<file path="config.mk">
export PLATFORM = sky130hd
export DESIGN_NAME = chained_hash_table_core
export DESIGN_NICKNAME = d
export VERILOG_FILES = /design/src/rtl/cht_pkg.sv /design/src/rtl/chained_hash_table_core.sv /design/src/rtl/cht_ram.sv /design/src/rtl/cht_fifo.sv /design/src/rtl/cht_front.sv /design/src/rtl/cht_back.sv
export VERILOG_INCLUDE_DIRS = /design/src /design/src/rtl
export SDC_FILE = /design/constraint.sdc
export NUM_CORES = 2
export LEC_CHECK = 0
export ABC_AREA = 1
export BUFFER_PORTS_ARGS = -buffer_cell sky130_fd_sc_hd__buf_2
export CAP_MARGIN = 20
export CORE_MARGIN = 8
export CORE_UTILIZATION = 36
export CTS_CLUSTER_DIAMETER = 60
export DETAILED_ROUTE_END_ITERATION = 6
export MAX_ROUTING_LAYER = met4
export PLACE_DENSITY = 0.58
export SLEW_MARGIN = 20
export SYNTH_ARGS = -nofsm -noshare
export SYNTH_HDL_FRONTEND = slang
export SYNTH_HIERARCHICAL = 1
export SYNTH_SLANG_ARGS = --single-unit
</file>
<file path="constraint.sdc">
create_clock -name clock -period 8.9 [get_ports clock]
set_input_delay 2.225 -clock clock [delete_from_list [all_inputs] [get_ports clock]]
set_output_delay 2.225 -clock clock [all_outputs]
set_load 0.1 [all_outputs]
</file>
<file path="src/rtl/chained_hash_table_core_defines.svh">
//------------------------------------------------------------------------------
// Chained hash table assertion macros
// Shared concurrent assertion forms used by the hash table RTL.
//------------------------------------------------------------------------------
`ifndef CHAINED_HASH_TABLE_CORE_DEFINES_SVH
`define CHAINED_HASH_TABLE_CORE_DEFINES_SVH

// Same-cycle implication, disabled while reset is high.
`define CHT_ASSERT_IMPLY(label, clk, rst, cond, expr, msg) \
   label: assert property (@(posedge clk) disable iff (rst) (cond) |-> (expr)) \
      else $error(msg);

// Next-cycle implication, disabled while reset is high.
`define CHT_ASSERT_NEXT(label, clk, rst, cond, expr, msg) \
   label: assert property (@(posedge clk) disable iff (rst) (cond) |=> (expr)) \
      else $error(msg);

`endif

</file>
<file path="src/rtl/cht_pkg.sv">
//------------------------------------------------------------------------------
// Chained hash table package
// Field widths, operation codes and result status codes.
//------------------------------------------------------------------------------
`default_nettype none

package cht_pkg;

   localparam int KeyWidth       = 31;
   localparam int StatusWidth    = 3;
   localparam int BucketOutWidth = 3;

   localparam logic KIND_INSERT = 1'b0;
   localparam logic KIND_DELETE = 1'b1;

   typedef enum logic [StatusWidth-1:0] {
      STATUS_INSERTED  = 3'd0,
      STATUS_DELETED   = 3'd1,
      STATUS_EMPTY     = 3'd2,
      STATUS_NOT_FOUND = 3'd3,
      STATUS_POOL_FULL = 3'd4
   } status_type;

endpackage

`default_nettype wire

</file>
<file path="src/rtl/chained_hash_table_core.sv">
//------------------------------------------------------------------------------
// Chained hash table core
// Hash table with separate chaining over a fixed node pool: inserts append at
// the tail of a bucket chain, deletes unlink the first matching node.
//
//   Channel   Ports                                  Transfer
//   command   start, busy, req_kind, req_key_value   start high while busy low
//   result    rsp_strobe, rsp_status,                one cycle with rsp_strobe
//             rsp_bucket_index                        high
//
// The front end takes each command through accept, eight remainder steps of four
// key bits and a queue write, holding the write while the two-entry queue is full.
// The engine walks chains one node per cycle: a pool-full insert or empty-chain
// delete ends at the head lookup, other inserts allocate, link and walk to the tail,
// and deletes compare the head, then walk later nodes and free a later match.
// Reset is synchronous; results cannot be held off by the receiver.
//------------------------------------------------------------------------------
`default_nettype none

module chained_hash_table_core
   import cht_pkg::*;
#(
   parameter int NUM_BUCKETS = 8,
   parameter int POOL_DEPTH  = 64
) (
   input  wire logic                      clock,
   input  wire logic                      reset,
   input  wire logic                      start,
   output logic                           busy,
   input  wire logic                      req_kind,
   input  wire logic [KeyWidth-1:0]       req_key_value,
   output logic                           rsp_strobe,
   output logic [StatusWidth-1:0]         rsp_status,
   output logic [BucketOutWidth-1:0]      rsp_bucket_index
);

   localparam int BucketWidth = $clog2(NUM_BUCKETS);
   localparam int ItemWidth   = 1 + KeyWidth + BucketWidth;

   logic                   push;
   logic [ItemWidth-1:0]   push_data;
   logic                   queue_full;
   logic                   pop;
   logic [ItemWidth-1:0]   pop_data;
   logic                   queue_empty;

   cht_front #(.NUM_BUCKETS(NUM_BUCKETS)) u_front (
      .clock         (clock),
      .reset         (reset),
      .start         (start),
      .busy          (busy),
      .req_kind      (req_kind),
      .req_key_value (req_key_value),
      .push          (push),
      .push_data     (push_data),
      .queue_full    (queue_full)
   );

   cht_fifo #(.WIDTH(ItemWidth)) u_queue (
      .clock     (clock),
      .reset     (reset),
      .push      (push),
      .push_data (push_data),
      .full      (queue_full),
      .pop       (pop),
      .pop_data  (pop_data),
      .empty     (queue_empty)
   );

   cht_back #(.NUM_BUCKETS(NUM_BUCKETS), .POOL_DEPTH(POOL_DEPTH)) u_back (
      .clock            (clock),
      .reset            (reset),
      .empty            (queue_empty),
      .pop              (pop),
      .item_kind        (pop_data[ItemWidth-1]),
      .item_key         (pop_data[ItemWidth-2 -: KeyWidth]),
      .item_bucket      (pop_data[BucketWidth-1:0]),
      .rsp_strobe       (rsp_strobe),
      .rsp_status       (rsp_status),
      .rsp_bucket_index (rsp_bucket_index)
   );

endmodule

`default_nettype wire

</file>
<file path="src/rtl/cht_ram.sv">
//------------------------------------------------------------------------------
// Generic RAM
// One write port and one read port with registered read data.
//------------------------------------------------------------------------------
`default_nettype none

module cht_ram #(
   parameter int WIDTH = 8,
   parameter int DEPTH = 16
) (
   input  wire logic                     clock,
   input  wire logic                     wr_en,
   input  wire logic [$clog2(DEPTH)-1:0] wr_addr,
   input  wire logic [WIDTH-1:0]         wr_data,
   input  wire logic [$clog2(DEPTH)-1:0] rd_addr,
   output logic      [WIDTH-1:0]         rd_data
);

   logic [WIDTH-1:0] mem_ff [DEPTH];
   logic [WIDTH-1:0] rd_data_ff;

   assign rd_data = rd_data_ff;

   always_ff @(posedge clock) begin
      if (wr_en) begin
         mem_ff[wr_addr] <= wr_data;
      end
      rd_data_ff <= mem_ff[rd_addr];
   end

endmodule

`default_nettype wire

</file>
<file path="src/rtl/cht_fifo.sv">
//------------------------------------------------------------------------------
// Chained hash table item queue
// Two-entry queue between the hashing front end and the table engine.
//------------------------------------------------------------------------------
`default_nettype none
`include "chained_hash_table_core_defines.svh"

module cht_fifo #(
   parameter int WIDTH = 8
) (
   input  wire logic             clock,
   input  wire logic             reset,
   input  wire logic             push,
   input  wire logic [WIDTH-1:0] push_data,
   output logic                  full,
   input  wire logic             pop,
   output logic      [WIDTH-1:0] pop_data,
   output logic                  empty
);

   logic [WIDTH-1:0] entry_ff [2];
   logic             wr_ptr_ff, wr_ptr_in;
   logic             rd_ptr_ff, rd_ptr_in;
   logic [1:0]       count_ff, count_in;

   assign full     = (count_ff == 2'd2);
   assign empty    = (count_ff == 2'd0);
   assign pop_data = entry_ff[rd_ptr_ff];

   always_comb begin
      wr_ptr_in = wr_ptr_ff ^ push;
      rd_ptr_in = rd_ptr_ff ^ pop;
      count_in  = count_ff + {1'b0, push} - {1'b0, pop};
   end

   always_ff @(posedge clock) begin
      if (reset) begin
         wr_ptr_ff <= 1'b0;
         rd_ptr_ff <= 1'b0;
         count_ff  <= 2'd0;
      end else begin
         wr_ptr_ff <= wr_ptr_in;
         rd_ptr_ff <= rd_ptr_in;
         count_ff  <= count_in;
      end
   end

   always_ff @(posedge clock) begin
      if (push) begin
         entry_ff[wr_ptr_ff] <= push_data;
      end
   end

   `CHT_ASSERT_IMPLY(a_no_overflow, clock, reset, push, !full, "queue written while full")

endmodule

`default_nettype wire

</file>
<file path="src/rtl/cht_front.sv">
//------------------------------------------------------------------------------
// Chained hash table front end
// Accepts a command, reduces its key modulo the bucket count four bits per
// cycle and hands the classified item to the queue.
//------------------------------------------------------------------------------
`default_nettype none

module cht_front
   import cht_pkg::*;
#(
   parameter int NUM_BUCKETS = 8
) (
   input  wire logic                               clock,
   input  wire logic                               reset,
   input  wire logic                               start,
   output logic                                    busy,
   input  wire logic                               req_kind,
   input  wire logic [KeyWidth-1:0]                req_key_value,
   output logic                                    push,
   output logic [KeyWidth+$clog2(NUM_BUCKETS):0]   push_data,
   input  wire logic                               queue_full
);

   localparam int RemWidth   = $clog2(NUM_BUCKETS);
   localparam int DigitBits  = 4;
   localparam int ShiftWidth = 32;
   localparam int NumDigits  = ShiftWidth / DigitBits;
   localparam int CountWidth = $clog2(NumDigits);
   localparam logic [RemWidth:0] Modulus = (RemWidth + 1)'(NUM_BUCKETS);
   localparam logic [CountWidth-1:0] LastDigit = CountWidth'(NumDigits - 1);

   typedef enum logic [2:0] {
      FS_IDLE   = 3'b001,
      FS_REDUCE = 3'b010,
      FS_PUSH   = 3'b100
   } front_state_type;

   front_state_type         state_ff, state_in;
   logic                    kind_ff, kind_in;
   logic [KeyWidth-1:0]     key_ff, key_in;
   logic [ShiftWidth-1:0]   shift_ff, shift_in;
   logic [RemWidth-1:0]     rem_ff, rem_in;
   logic [CountWidth-1:0]   count_ff, count_in;
   logic [RemWidth-1:0]     rem_step;
   logic [RemWidth:0]       rem_wide;

   // Remainder update over the next four key bits, most significant first.
   always_comb begin
      rem_step = rem_ff;
      rem_wide = '0;
      for (int i = 0; i < DigitBits; i++) begin
         rem_wide = {rem_step, shift_ff[ShiftWidth-1-i]};
         if (rem_wide >= Modulus) begin
            rem_wide = rem_wide - Modulus;
         end
         rem_step = rem_wide[RemWidth-1:0];
      end
   end

   assign busy      = (state_ff != FS_IDLE);
   assign push      = (state_ff == FS_PUSH) && !queue_full;
   assign push_data = {kind_ff, key_ff, rem_ff};

   always_comb begin
      state_in = state_ff;
      kind_in  = kind_ff;
      key_in   = key_ff;
      shift_in = shift_ff;
      rem_in   = rem_ff;
      count_in = count_ff;
      case (state_ff)
         FS_IDLE: begin
            if (start) begin
               kind_in  = req_kind;
               key_in   = req_key_value;
               shift_in = {1'b0, req_key_value};
               rem_in   = '0;
               count_in = '0;
               state_in = FS_REDUCE;
            end
         end
         FS_REDUCE: begin
            rem_in   = rem_step;
            shift_in = {shift_ff[ShiftWidth-DigitBits-1:0], {DigitBits{1'b0}}};
            count_in = count_ff + 1'b1;
            if (count_ff == LastDigit) begin
               state_in = FS_PUSH;
            end
         end
         FS_PUSH: begin
            if (!queue_full) begin
               state_in = FS_IDLE;
            end
         end
         default: begin
            state_in = FS_IDLE;
         end
      endcase
   end

   always_ff @(posedge clock) begin
      if (reset) begin
         state_ff <= FS_IDLE;
      end else begin
         state_ff <= state_in;
      end
   end

   always_ff @(posedge clock) begin
      kind_ff  <= kind_in;
      key_ff   <= key_in;
      shift_ff <= shift_in;
      rem_ff   <= rem_in;
      count_ff <= count_in;
   end

endmodule

`default_nettype wire

</file>
<file path="src/rtl/cht_back.sv">
//------------------------------------------------------------------------------
// Chained hash table engine
// Takes queued items and carries out inserts and deletes on the bucket heads
// and the node pool, walking each chain one node per cycle.
//------------------------------------------------------------------------------
`default_nettype none
`include "chained_hash_table_core_defines.svh"

module cht_back
   import cht_pkg::*;
#(
   parameter int NUM_BUCKETS = 8,
   parameter int POOL_DEPTH  = 64
) (
   input  wire logic                             clock,
   input  wire logic                             reset,
   input  wire logic                             empty,
   output logic                                  pop,
   input  wire logic                             item_kind,
   input  wire logic [KeyWidth-1:0]              item_key,
   input  wire logic [$clog2(NUM_BUCKETS)-1:0]   item_bucket,
   output logic                                  rsp_strobe,
   output logic [StatusWidth-1:0]                rsp_status,
   output logic [BucketOutWidth-1:0]             rsp_bucket_index
);

   localparam int BucketWidth = $clog2(NUM_BUCKETS);
   localparam int AddrWidth   = $clog2(POOL_DEPTH);
   localparam int IdWidth     = $clog2(POOL_DEPTH + 1);
   localparam int ExtWidth    = (BucketWidth > BucketOutWidth) ? BucketWidth : BucketOutWidth;
   localparam logic [IdWidth-1:0] NullId = IdWidth'(POOL_DEPTH);

   typedef enum logic [7:0] {
      ST_IDLE  = 8'b0000_0001,
      ST_HEAD  = 8'b0000_0010,
      ST_ALLOC = 8'b0000_0100,
      ST_LINK  = 8'b0000_1000,
      ST_WALK  = 8'b0001_0000,
      ST_DHEAD = 8'b0010_0000,
      ST_DWALK = 8'b0100_0000,
      ST_DFREE = 8'b1000_0000
   } back_state_type;

   back_state_type            state_ff, state_in;
   logic                      kind_ff, kind_in;
   logic [KeyWidth-1:0]       key_ff, key_in;
   logic [BucketWidth-1:0]    bucket_ff, bucket_in;
   logic [IdWidth-1:0]        head_ff, head_in;
   logic [IdWidth-1:0]        new_ff, new_in;
   logic [IdWidth-1:0]        p_ff, p_in;
   logic [IdWidth-1:0]        q_ff, q_in;
   logic [IdWidth-1:0]        steps_ff, steps_in;
   logic [IdWidth-1:0]        free_head_ff, free_head_in;
   logic [IdWidth-1:0]        unused_ff, unused_in;
   logic [NUM_BUCKETS-1:0]    head_valid_ff, head_valid_in;
   logic                      rsp_strobe_ff, rsp_strobe_in;
   status_type                rsp_status_ff, rsp_status_in;
   logic [BucketOutWidth-1:0] rsp_bucket_ff, rsp_bucket_in;

   logic                      bkt_we;
   logic [IdWidth-1:0]        bkt_wdata;
   logic [IdWidth-1:0]        bkt_rdata;
   logic                      val_we;
   logic [KeyWidth-1:0]       val_rdata;
   logic                      next_we;
   logic [IdWidth-1:0]        next_waddr;
   logic [IdWidth-1:0]        next_wdata;
   logic [IdWidth-1:0]        next_rdata;
   logic [IdWidth-1:0]        node_raddr;

   logic [IdWidth-1:0]        head_id;
   logic                      head_is_node;
   logic                      next_is_node;
   logic                      free_is_node;
   logic [IdWidth-1:0]        steps_inc;
   logic [ExtWidth-1:0]       bucket_ext;
   logic                      pool_in_range;

   cht_ram #(.WIDTH(IdWidth), .DEPTH(NUM_BUCKETS)) u_bucket_ram (
      .clock   (clock),
      .wr_en   (bkt_we),
      .wr_addr (bucket_ff),
      .wr_data (bkt_wdata),
      .rd_addr (item_bucket),
      .rd_data (bkt_rdata)
   );

   cht_ram #(.WIDTH(KeyWidth), .DEPTH(POOL_DEPTH)) u_value_ram (
      .clock   (clock),
      .wr_en   (val_we),
      .wr_addr (new_ff[AddrWidth-1:0]),
      .wr_data (key_ff),
      .rd_addr (node_raddr[AddrWidth-1:0]),
      .rd_data (val_rdata)
   );

   cht_ram #(.WIDTH(IdWidth), .DEPTH(POOL_DEPTH)) u_next_ram (
      .clock   (clock),
      .wr_en   (next_we),
      .wr_addr (next_waddr[AddrWidth-1:0]),
      .wr_data (next_wdata),
      .rd_addr (node_raddr[AddrWidth-1:0]),
      .rd_data (next_rdata)
   );

   // A bucket that was never written reads as an empty chain.
   assign head_id      = head_valid_ff[bucket_ff] ? bkt_rdata : NullId;
   assign head_is_node = (head_id < NullId);
   assign next_is_node = (next_rdata < NullId);
   assign free_is_node = (free_head_ff < NullId);
   assign steps_inc    = steps_ff + 1'b1;
   assign bucket_ext   = ExtWidth'(bucket_ff);
   assign pool_in_range = (unused_ff <= NullId) && (free_head_ff <= NullId);

   assign pop              = (state_ff == ST_IDLE) && !empty;
   assign rsp_strobe       = rsp_strobe_ff;
   assign rsp_status       = rsp_status_ff;
   assign rsp_bucket_index = rsp_bucket_ff;

   always_comb begin
      state_in      = state_ff;
      kind_in       = kind_ff;
      key_in        = key_ff;
      bucket_in     = bucket_ff;
      head_in       = head_ff;
      new_in        = new_ff;
      p_in          = p_ff;
      q_in          = q_ff;
      steps_in      = steps_ff;
      free_head_in  = free_head_ff;
      unused_in     = unused_ff;
      head_valid_in = head_valid_ff;
      rsp_strobe_in = 1'b0;
      rsp_status_in = rsp_status_ff;
      rsp_bucket_in = bucket_ext[BucketOutWidth-1:0];
      bkt_we        = 1'b0;
      bkt_wdata     = new_ff;
      val_we        = 1'b0;
      next_we       = 1'b0;
      next_waddr    = new_ff;
      next_wdata    = NullId;
      node_raddr    = free_head_ff;

      case (state_ff)
         ST_IDLE: begin
            if (!empty) begin
               kind_in   = item_kind;
               key_in    = item_key;
               bucket_in = item_bucket;
               state_in  = ST_HEAD;
            end
         end
         ST_HEAD: begin
            head_in = head_id;
            if (kind_ff == KIND_INSERT) begin
               if (free_is_node) begin
                  node_raddr = free_head_ff;
                  state_in   = ST_ALLOC;
               end else if (unused_ff < NullId) begin
                  new_in    = unused_ff;
                  unused_in = unused_ff + 1'b1;
                  state_in  = ST_LINK;
               end else begin
                  rsp_strobe_in = 1'b1;
                  rsp_status_in = STATUS_POOL_FULL;
                  state_in      = ST_IDLE;
               end
            end else begin
               if (!head_is_node) begin
                  rsp_strobe_in = 1'b1;
                  rsp_status_in = STATUS_EMPTY;
                  state_in      = ST_IDLE;
               end else begin
                  node_raddr = head_id;
                  p_in       = head_id;
                  state_in   = ST_DHEAD;
               end
            end
         end
         ST_ALLOC: begin
            new_in       = free_head_ff;
            free_head_in = next_rdata;
            state_in     = ST_LINK;
         end
         ST_LINK: begin
            val_we     = 1'b1;
            next_we    = 1'b1;
            next_waddr = new_ff;
            next_wdata = NullId;
            if (head_ff >= NullId) begin
               bkt_we                   = 1'b1;
               bkt_wdata                = new_ff;
               head_valid_in[bucket_ff] = 1'b1;
               rsp_strobe_in            = 1'b1;
               rsp_status_in            = STATUS_INSERTED;
               state_in                 = ST_IDLE;
            end else begin
               p_in       = head_ff;
               steps_in   = '0;
               node_raddr = head_ff;
               state_in   = ST_WALK;
            end
         end
         ST_WALK: begin
            // Follow links to the tail; the step bound caps a corrupted chain.
            if (next_is_node && (steps_ff < NullId)) begin
               p_in       = next_rdata;
               node_raddr = next_rdata;
               steps_in   = steps_inc;
            end else begin
               next_we       = 1'b1;
               next_waddr    = p_ff;
               next_wdata    = new_ff;
               rsp_strobe_in = 1'b1;
               rsp_status_in = STATUS_INSERTED;
               state_in      = ST_IDLE;
            end
         end
         ST_DHEAD: begin
            if (val_rdata == key_ff) begin
               bkt_we        = 1'b1;
               bkt_wdata     = next_rdata;
               next_we       = 1'b1;
               next_waddr    = p_ff;
               next_wdata    = free_head_ff;
               free_head_in  = p_ff;
               rsp_strobe_in = 1'b1;
               rsp_status_in = STATUS_DELETED;
               state_in      = ST_IDLE;
            end else if (next_is_node) begin
               q_in       = next_rdata;
               node_raddr = next_rdata;
               steps_in   = '0;
               state_in   = ST_DWALK;
            end else begin
               rsp_strobe_in = 1'b1;
               rsp_status_in = STATUS_NOT_FOUND;
               state_in      = ST_IDLE;
            end
         end
         ST_DWALK: begin
            if (val_rdata == key_ff) begin
               // Unlink here; the freed node is pushed on the free list next cycle.
               next_we    = 1'b1;
               next_waddr = p_ff;
               next_wdata = next_rdata;
               state_in   = ST_DFREE;
            end else if (next_is_node && (steps_inc < NullId)) begin
               p_in       = q_ff;
               q_in       = next_rdata;
               node_raddr = next_rdata;
               steps_in   = steps_inc;
            end else begin
               rsp_strobe_in = 1'b1;
               rsp_status_in = STATUS_NOT_FOUND;
               state_in      = ST_IDLE;
            end
         end
         ST_DFREE: begin
            next_we       = 1'b1;
            next_waddr    = q_ff;
            next_wdata    = free_head_ff;
            free_head_in  = q_ff;
            rsp_strobe_in = 1'b1;
            rsp_status_in = STATUS_DELETED;
            state_in      = ST_IDLE;
         end
         default: begin
            state_in = ST_IDLE;
         end
      endcase
   end

   always_ff @(posedge clock) begin
      if (reset) begin
         state_ff      <= ST_IDLE;
         free_head_ff  <= NullId;
         unused_ff     <= '0;
         head_valid_ff <= '0;
         rsp_strobe_ff <= 1'b0;
      end else begin
         state_ff      <= state_in;
         free_head_ff  <= free_head_in;
         unused_ff     <= unused_in;
         head_valid_ff <= head_valid_in;
         rsp_strobe_ff <= rsp_strobe_in;
      end
   end

   always_ff @(posedge clock) begin
      kind_ff       <= kind_in;
      key_ff        <= key_in;
      bucket_ff     <= bucket_in;
      head_ff       <= head_in;
      new_ff        <= new_in;
      p_ff          <= p_in;
      q_ff          <= q_in;
      steps_ff      <= steps_in;
      rsp_status_ff <= rsp_status_in;
      rsp_bucket_ff <= rsp_bucket_in;
   end

   `CHT_ASSERT_NEXT(a_one_strobe, clock, reset, rsp_strobe_ff, !rsp_strobe_ff, "strobe repeated")
   `CHT_ASSERT_IMPLY(a_pop_nonempty, clock, reset, pop, !empty, "queue read while empty")
   `CHT_ASSERT_IMPLY(a_pool_bound, clock, reset, 1'b1, pool_in_range, "pool pointer out of range")

endmodule

`default_nettype wire

</file>
# Word level (Yosys, flattened, before mapping)
# Memory sizes are Yosys's and may differ from the RTL's. A register that Yosys moved wholly into a read port is not among the register bits.
# Cells that the tools add are included.
# word_totals
ff_bits	184
mem_bits_rw	2558
in_bits	35
output_inout_bits	8
wordCells	233
mem_count	4
# memory_table
name	words	word_bits	rd	rd_ports_with_merged_regs	wr	line	text
u_back.u_value_ram.mem_ff	64	31	1	1	1	cht_ram.sv:19	logic [WIDTH-1:0] mem_ff [DEPTH];
u_back.u_next_ram.mem_ff	64	7	1	1	1	cht_ram.sv:19	
u_queue.entry_ff	2	35	1	1	1	cht_fifo.sv:21	logic [WIDTH-1:0] entry_ff [2];
u_back.u_bucket_ram.mem_ff	8	7	1	1	1	cht_ram.sv:19	
# op_classes
addsub	9
magnitude_cmp	13
n_eq_ne	39
muxes	108
bitwise_logic	6
reduce_logical	30
# ops
operator	n
$mux 7	27
$pmux 7 s4	3
$mux 6	11
$pmux 32 s2	1
$mux 8	7
$pmux 8 s7	1
$mux 3	18
$lt 7x7->1 const B	6
$mux 32	1
$eq 31x31->1	1
$pmux 6 s5	1
$pmux 7 s2	2
$mux 1	23
$pmux 7 s3	1
$ne 2x2->1 const B	10
$ne 2x1->1 const B	9
$pmux 3 s6	1
$pmux 6 s3	1
$ge 4x4->1 const B	4
$add 7x1->7 const B	2
$reduce_and 7->1	2
$pmux 3 s2	2
$sub 3x1->3 const B	4
$reduce_and 2->1	5
other kinds (44)	62

# Longest topological paths before layout
# depth
depth_word	9
mapped_depth	26
ltp_nobuf	23

# Cells and area by module
# The synthesis kept the hierarchy.
# by_module_without_submodules
mod	n_inst	cells_each	area_each_um2	seq_area_each_um2
cht_ram at u_back.u_value_ram	1	6726	80462.2	60197.7
cht_ram at u_back.u_next_ram	1	1607	18591.6	13593.0
cht_back	1	720	5948.2	2872.8
cht_fifo	1	136	2885.3	2182.1
cht_ram at u_back.u_bucket_ram	1	266	2718.9	1821.7
cht_front	1	179	2429.8	1921.8

# Least setup slack after synthesis
# OpenSTA, ideal clock, no wires.
# synth_timing
kind	register -> register
start	register u_back.state_ff[7]
end	memory u_back/u_value_ram/mem_ff[48][0] in the netlist's numbering, enable pin
setup_time_ns	0.498
arrival_ns	4.553
t_required_ns	8.402
slack_ns	3.849
stages_incl_launch_ff	8
n_path_buf	2
synth_period_minus_slack_ns	5.051
cell_sequence	dfxtp_1 -> nor2_4 -> nand3_4 -> nor2_4 -> buf_4 -> clkbuf_1 -> nand4_1 -> nor4_1
# synth_via
elab_chain_len	4
# synth_lines
item	line	text
start, declared	cht_back.sv:44	back_state_type state_ff, state_in;
start signal, assigned	cht_back.sv:282	state_ff <= state_in;
$eq 8x4->1	cht_back.sv:144	case (state_ff)
$mux 1	cht_back.sv:144	
via u_back.val_we	cht_back.sv:63	logic val_we;
$mux 1	cht_ram.sv:25	if (wr_en) begin
$mux 1 (not written as such)	cht_ram.sv:26	mem_ff[wr_addr] <= wr_data;
end, declared	cht_ram.sv:19	
# The timed path passes the listed nets, and every way through them passes these cells.

# Final worst setup path
# layout_timing
start	register u_back.key_ff[1]
end	register u_back.u_value_ram.rd_data_ff[7], in the netlist u_back/u_value_ram/rd_data[7] (read register of u_back.u_value_ram.mem_ff)
# layout_via
elab_chain_len	3
elab_cells_between_ends	4
classes_between	1 x eq/ne; 3 x mux
# layout_lines
item	line	text
start, declared	cht_back.sv:46	logic [KeyWidth-1:0] key_ff, key_in;
start signal, assigned	cht_back.sv:292	key_ff <= key_in;
$eq 31x31->1 *	cht_back.sv:220, cht_back.sv:242	
$mux 6 (on tied branches)	cht_back.sv:242, cht_back.sv:220	
$pmux 6 s5 *	cht_back.sv:144	
via u_back.node_raddr[0]	cht_back.sv:69	logic [IdWidth-1:0] node_raddr;
end, declared	cht_ram.sv:20	logic [WIDTH-1:0] rd_data_ff;
# The timed path passes the listed nets; every way through them passes the cells marked *.
# A chain may end at the register's enable or synchronous reset.

==> results_dict.tcl <==
set metrics [dict create \
    cap_violations 0 \
    port_buffers 42 \
    critPathSlowestCell "edfxtp_1" \
    drtPass1Iterations 6 \
    finalHoldViolCount 0 \
    finalClockSkew_ns 0.07030 \
    min_period_over_period_pct 74.82 \
    grt_setup_unrepaired "false" \
    grt_pass1_vias 72050 \
    outcome "completed" \
    setup_tns_ns 0 \
    yosysWarnings 6 \
    synth_compound_area_share_pct 0.5689 \
    syn_avg_cell_area_um2 11.73 \
    syn_nets 9677 \
    grt_pass1_wl_um 477700 \
    drt_iter0_drc 8523 \
    cp_max_fo 170 \
    clk_pin_slew_worst_paths_ns 0.06 \
    pwr-share-seq_pct 51.7 \
    max-clock-path-buffers 4 \
    chipHeight_um 576.3 \
    grt_max_degree 200 \
    antenna_found_initial 10 \
    maxSlewViolCount 0 \
    syn_area_um2 113000 \
    relSlewSlack_pct 20.88 \
    synth_edf_count 2693 \
    switchingPower_w 0.007140 \
    tightest_slew_ns 1.187 \
    worstPathRequired_ns 9.69 \
    nets 9647 \
    hold_path_class "flop to flop" \
    critPathKind "flop to flop" \
    sw_frac_of_total_pct 23.89 \
    synth_xor_xnor_area_share_pct 0.2170 \
    htree_levels 5 \
    synth_top_area_share_pct 71.54 \
    yosysMostFrequentCell "nand2_1" \
    die-area_um2 332200 \
    track_usage_pct 19.47 \
    cts_setup_buffers 0 \
    synth_commonest_cells "nand2_1 (3446), edfxtp_1 (2693), nand3_1 (2138)" \
    clockPowerShare_pct 41.3 \
    cts_sinks 2779 \
    powerDensity_nw_per_um2 234.5 \
    worst_ep_arrival_time_ns 7.45 \
    combPwrFrac_pct 7.0 \
    setup_viol 0 \
    path_delay_family "simple AND/OR/NAND/NOR gates" \
    fmax_ghz 0.1502 \
    start_util_pct 36.21 \
    die_w_um 576.3 \
    route.detailed.drc 0 \
    dr_total_vias 74454 \
    numCtsBuffers 305 \
    p_int_w 0.02275 \
    period_minus_slack_ns 6.659 \
    synth_simple_gate_area_share_pct 22.31 \
    fp-row-count 205 \
    overflow 0 \
    end_kind "flop" \
    drive_above_1_share_pct 8.442 \
    syn-instance-count 9634 \
    cts-resized-gates 0 \
    power_leakage_nw 45.13 \
    synth-async-reset-ratio_pct 0 \
    ys_seq_area_share_pct 73.06 \
    cts_tree "yes" \
    clkLatencyLatePin_ns 0.90 \
    path_buf_inv 3 \
    hold_ws_ns 0.4344 \
    syn_to_final_growth_pct 12.80 \
    cts_hold_buffers 0 \
    routedWlPerCell_um 23.35 \
    ys_ff_latch 2779 \
    synth_adder_area_share_pct 0.08855 \
    io_pins 43 \
    dp_hpwl_um 174000 \
    gp_congestion 0.8663 \
    viasPerCell 5.318 \
    ir_drop_v 0.0002302 \
    core_um2 312200 \
    cts_root_buf "clkbuf_16" \
    ys_types 49 \
    routed_wl_um 326800 \
    cp_slowest_stage_delay_ns 1.01 \
    critical_path.cell_chain "nand2_1 > nand2_1 > nand2_1 > nor2_1 > nand2_1 > nor2_2 > nand2_2 > inv_2 > o21ai_1 > nand3_1 > nand2_1 > nand2_4 > buf_12 > buf_4 > nand2_1 > nand3_1 > nand3_1 > nand2_1 > nand2_1 > nand3_1 > nand3_1 > nand2_1" \
    synthFlopType "edfxtp_1" \
    cp_common_cell "nand2_1" \
    synth_mux_area_share_pct 0.4450 \
    synth_area_leaders "edfxtp_1 (72%), nand2_1 (11%), nand3_1 (9.5%)" \
    synth_top_family_by_area "simple AND/OR/NAND/NOR gates" \
    synth_top_cell_by_area "edfxtp_1" \
    start_kind "flop" \
    antenna_left 0 \
]
-- stage by stage --
step	setup WS, ns	std cells	cell area [µm²]	util [%]	total power [W]
5_1_grt	1.892	13997	127500	40.84	0.03071
4_1_cts	2.301	13994	127500	40.84	0.03010
2_1_floorplan	3.849	9634	113000	-	0.01675
6_report	2.241	14000	127500	40.85	0.02989
3_3_place_gp	2.385	13434	117700	37.69	0.01775
3_5_place_dp	2.310	13436	117700	37.70	0.01781
-- cells by family (layout without fill, tap and decap cells) --
kind of cell / Yosys count / in the layout
adder cells (fa/ha/maj): 8 / 8
flip-flops: 2779 / 2779
other: 0 / 5
AO/OA/AOI/OAI: 111 / 111
AND/OR/NAND/NOR: 5897 / 5897
buffers and inverters: 776 / 997
XOR/XNOR: 28 / 28
multiplexers: 35 / 35
-- worst paths after layout --
path / startpoint / endpoint / slack (ns) / cells after the start
worst min register to register: u_front/key_ff[30] / u_queue/entry_ff[0][33] / 0.43 / 0
worst min-delay path: u_front/key_ff[30] / u_queue/entry_ff[0][33] / 0.43 / 0
worst max register to register: u_back/key_ff[1] / u_back/u_value_ram/rd_data[7] / 2.24 / 22
worst max-delay path: u_back/key_ff[1] / u_back/u_value_ram/rd_data[7] / 2.24 / 22
-- area by class of cell --
| type | instances | area (µm²) |
|---|---|---|
| tap | 4140 | 5180 |
| clock inverter | 165 | 1623 |
| clock buffer | 393 | 8159 |
| timing repair buffer | 225 | 1843 |
| inverter | 214 | 844.6 |
| antenna | 5 | 12.51 |
| multi-input combinational | 6079 | 27250 |
| sequential | 2779 | 82590 |
| fill | 29036 | 184700 |
-- cells in the final DEF (no fill, tap or decap), types with 5 or more instances in the layout --
master / netlist / layout
nand4_1: 21 / 21
a21oi_1: 18 / 18
nand3_1: 2138 / 2138
nor3_1: 19 / 17
edfxtp_1: 2693 / 2693
nor4_1: 15 / 7
diode_2: 0 / 5
nand3_2: 8 / 8
inv_6: 0 / 13
o211ai_1: 14 / 14
mux2_2: 6 / 6
xnor2_1: 26 / 26
clkinv_2: 0 / 50
clkbuf_8: 0 / 9
clkinvlp_4: 0 / 11
clkinv_8: 0 / 8
nor2_4: 5 / 62
clkbuf_1: 90 / 74
bufinv_16: 0 / 20
o21ai_0: 55 / 54
clkinv_1: 1 / 50
inv_2: 17 / 14
buf_12: 5 / 20
o21a_1: 5 / 5
inv_8: 0 / 7
nor4_2: 1 / 9
mux2_4: 29 / 29
nand2_4: 4 / 5
nand2_2: 8 / 8
dfxtp_1: 86 / 85
nor2_1: 213 / 156
buf_2: 330 / 43
clkbuf_16: 0 / 310
nand2_1: 3446 / 3445
ha_1: 8 / 6
o22ai_1: 7 / 7
inv_1: 192 / 191
buf_4: 55 / 159
-- layer usage --
layer / global-route usage (%) / up-vias / part of all wire, %
li1: - / 33644 / -
met1: 25.76 / 36999 / 42
met2: 30.90 / 3186 / 47
met3: 2.781 / 625 / 8.0
met4: 6.756 / 0 / 3.6
met5: - / - / 0
-- power by group through the flow --
stage | clock network, W | logic, W | registers, W
5_1_grt | 0.0130 | 0.00220 | 0.0155
2_1_floorplan | 0 | 0.000686 | 0.0161
3_5_place_dp | 0 | 0.00207 | 0.0157
3_3_place_gp | 0 | 0.00202 | 0.0157
6_report | 0.0123 | 0.00208 | 0.0155
4_1_cts | 0.0126 | 0.00208 | 0.0155
-- state kept, by name, indices dropped and copies added, names as in the netlist, 8 cells and up --
name,count
u_back/u_value_ram/mem_ff,1984
u_back/u_next_ram/mem_ff,448
u_queue/entry_ff,70
u_back/u_bucket_ram/mem_ff,56
u_back/key_ff,31
u_back/u_value_ram/rd_data,31
u_front/key_ff,31
u_front/shift_ff,24
u_back/head_valid_ff,8
u_back/state_ff,8
Note: power is estimated with default switching activity, not from simulation.
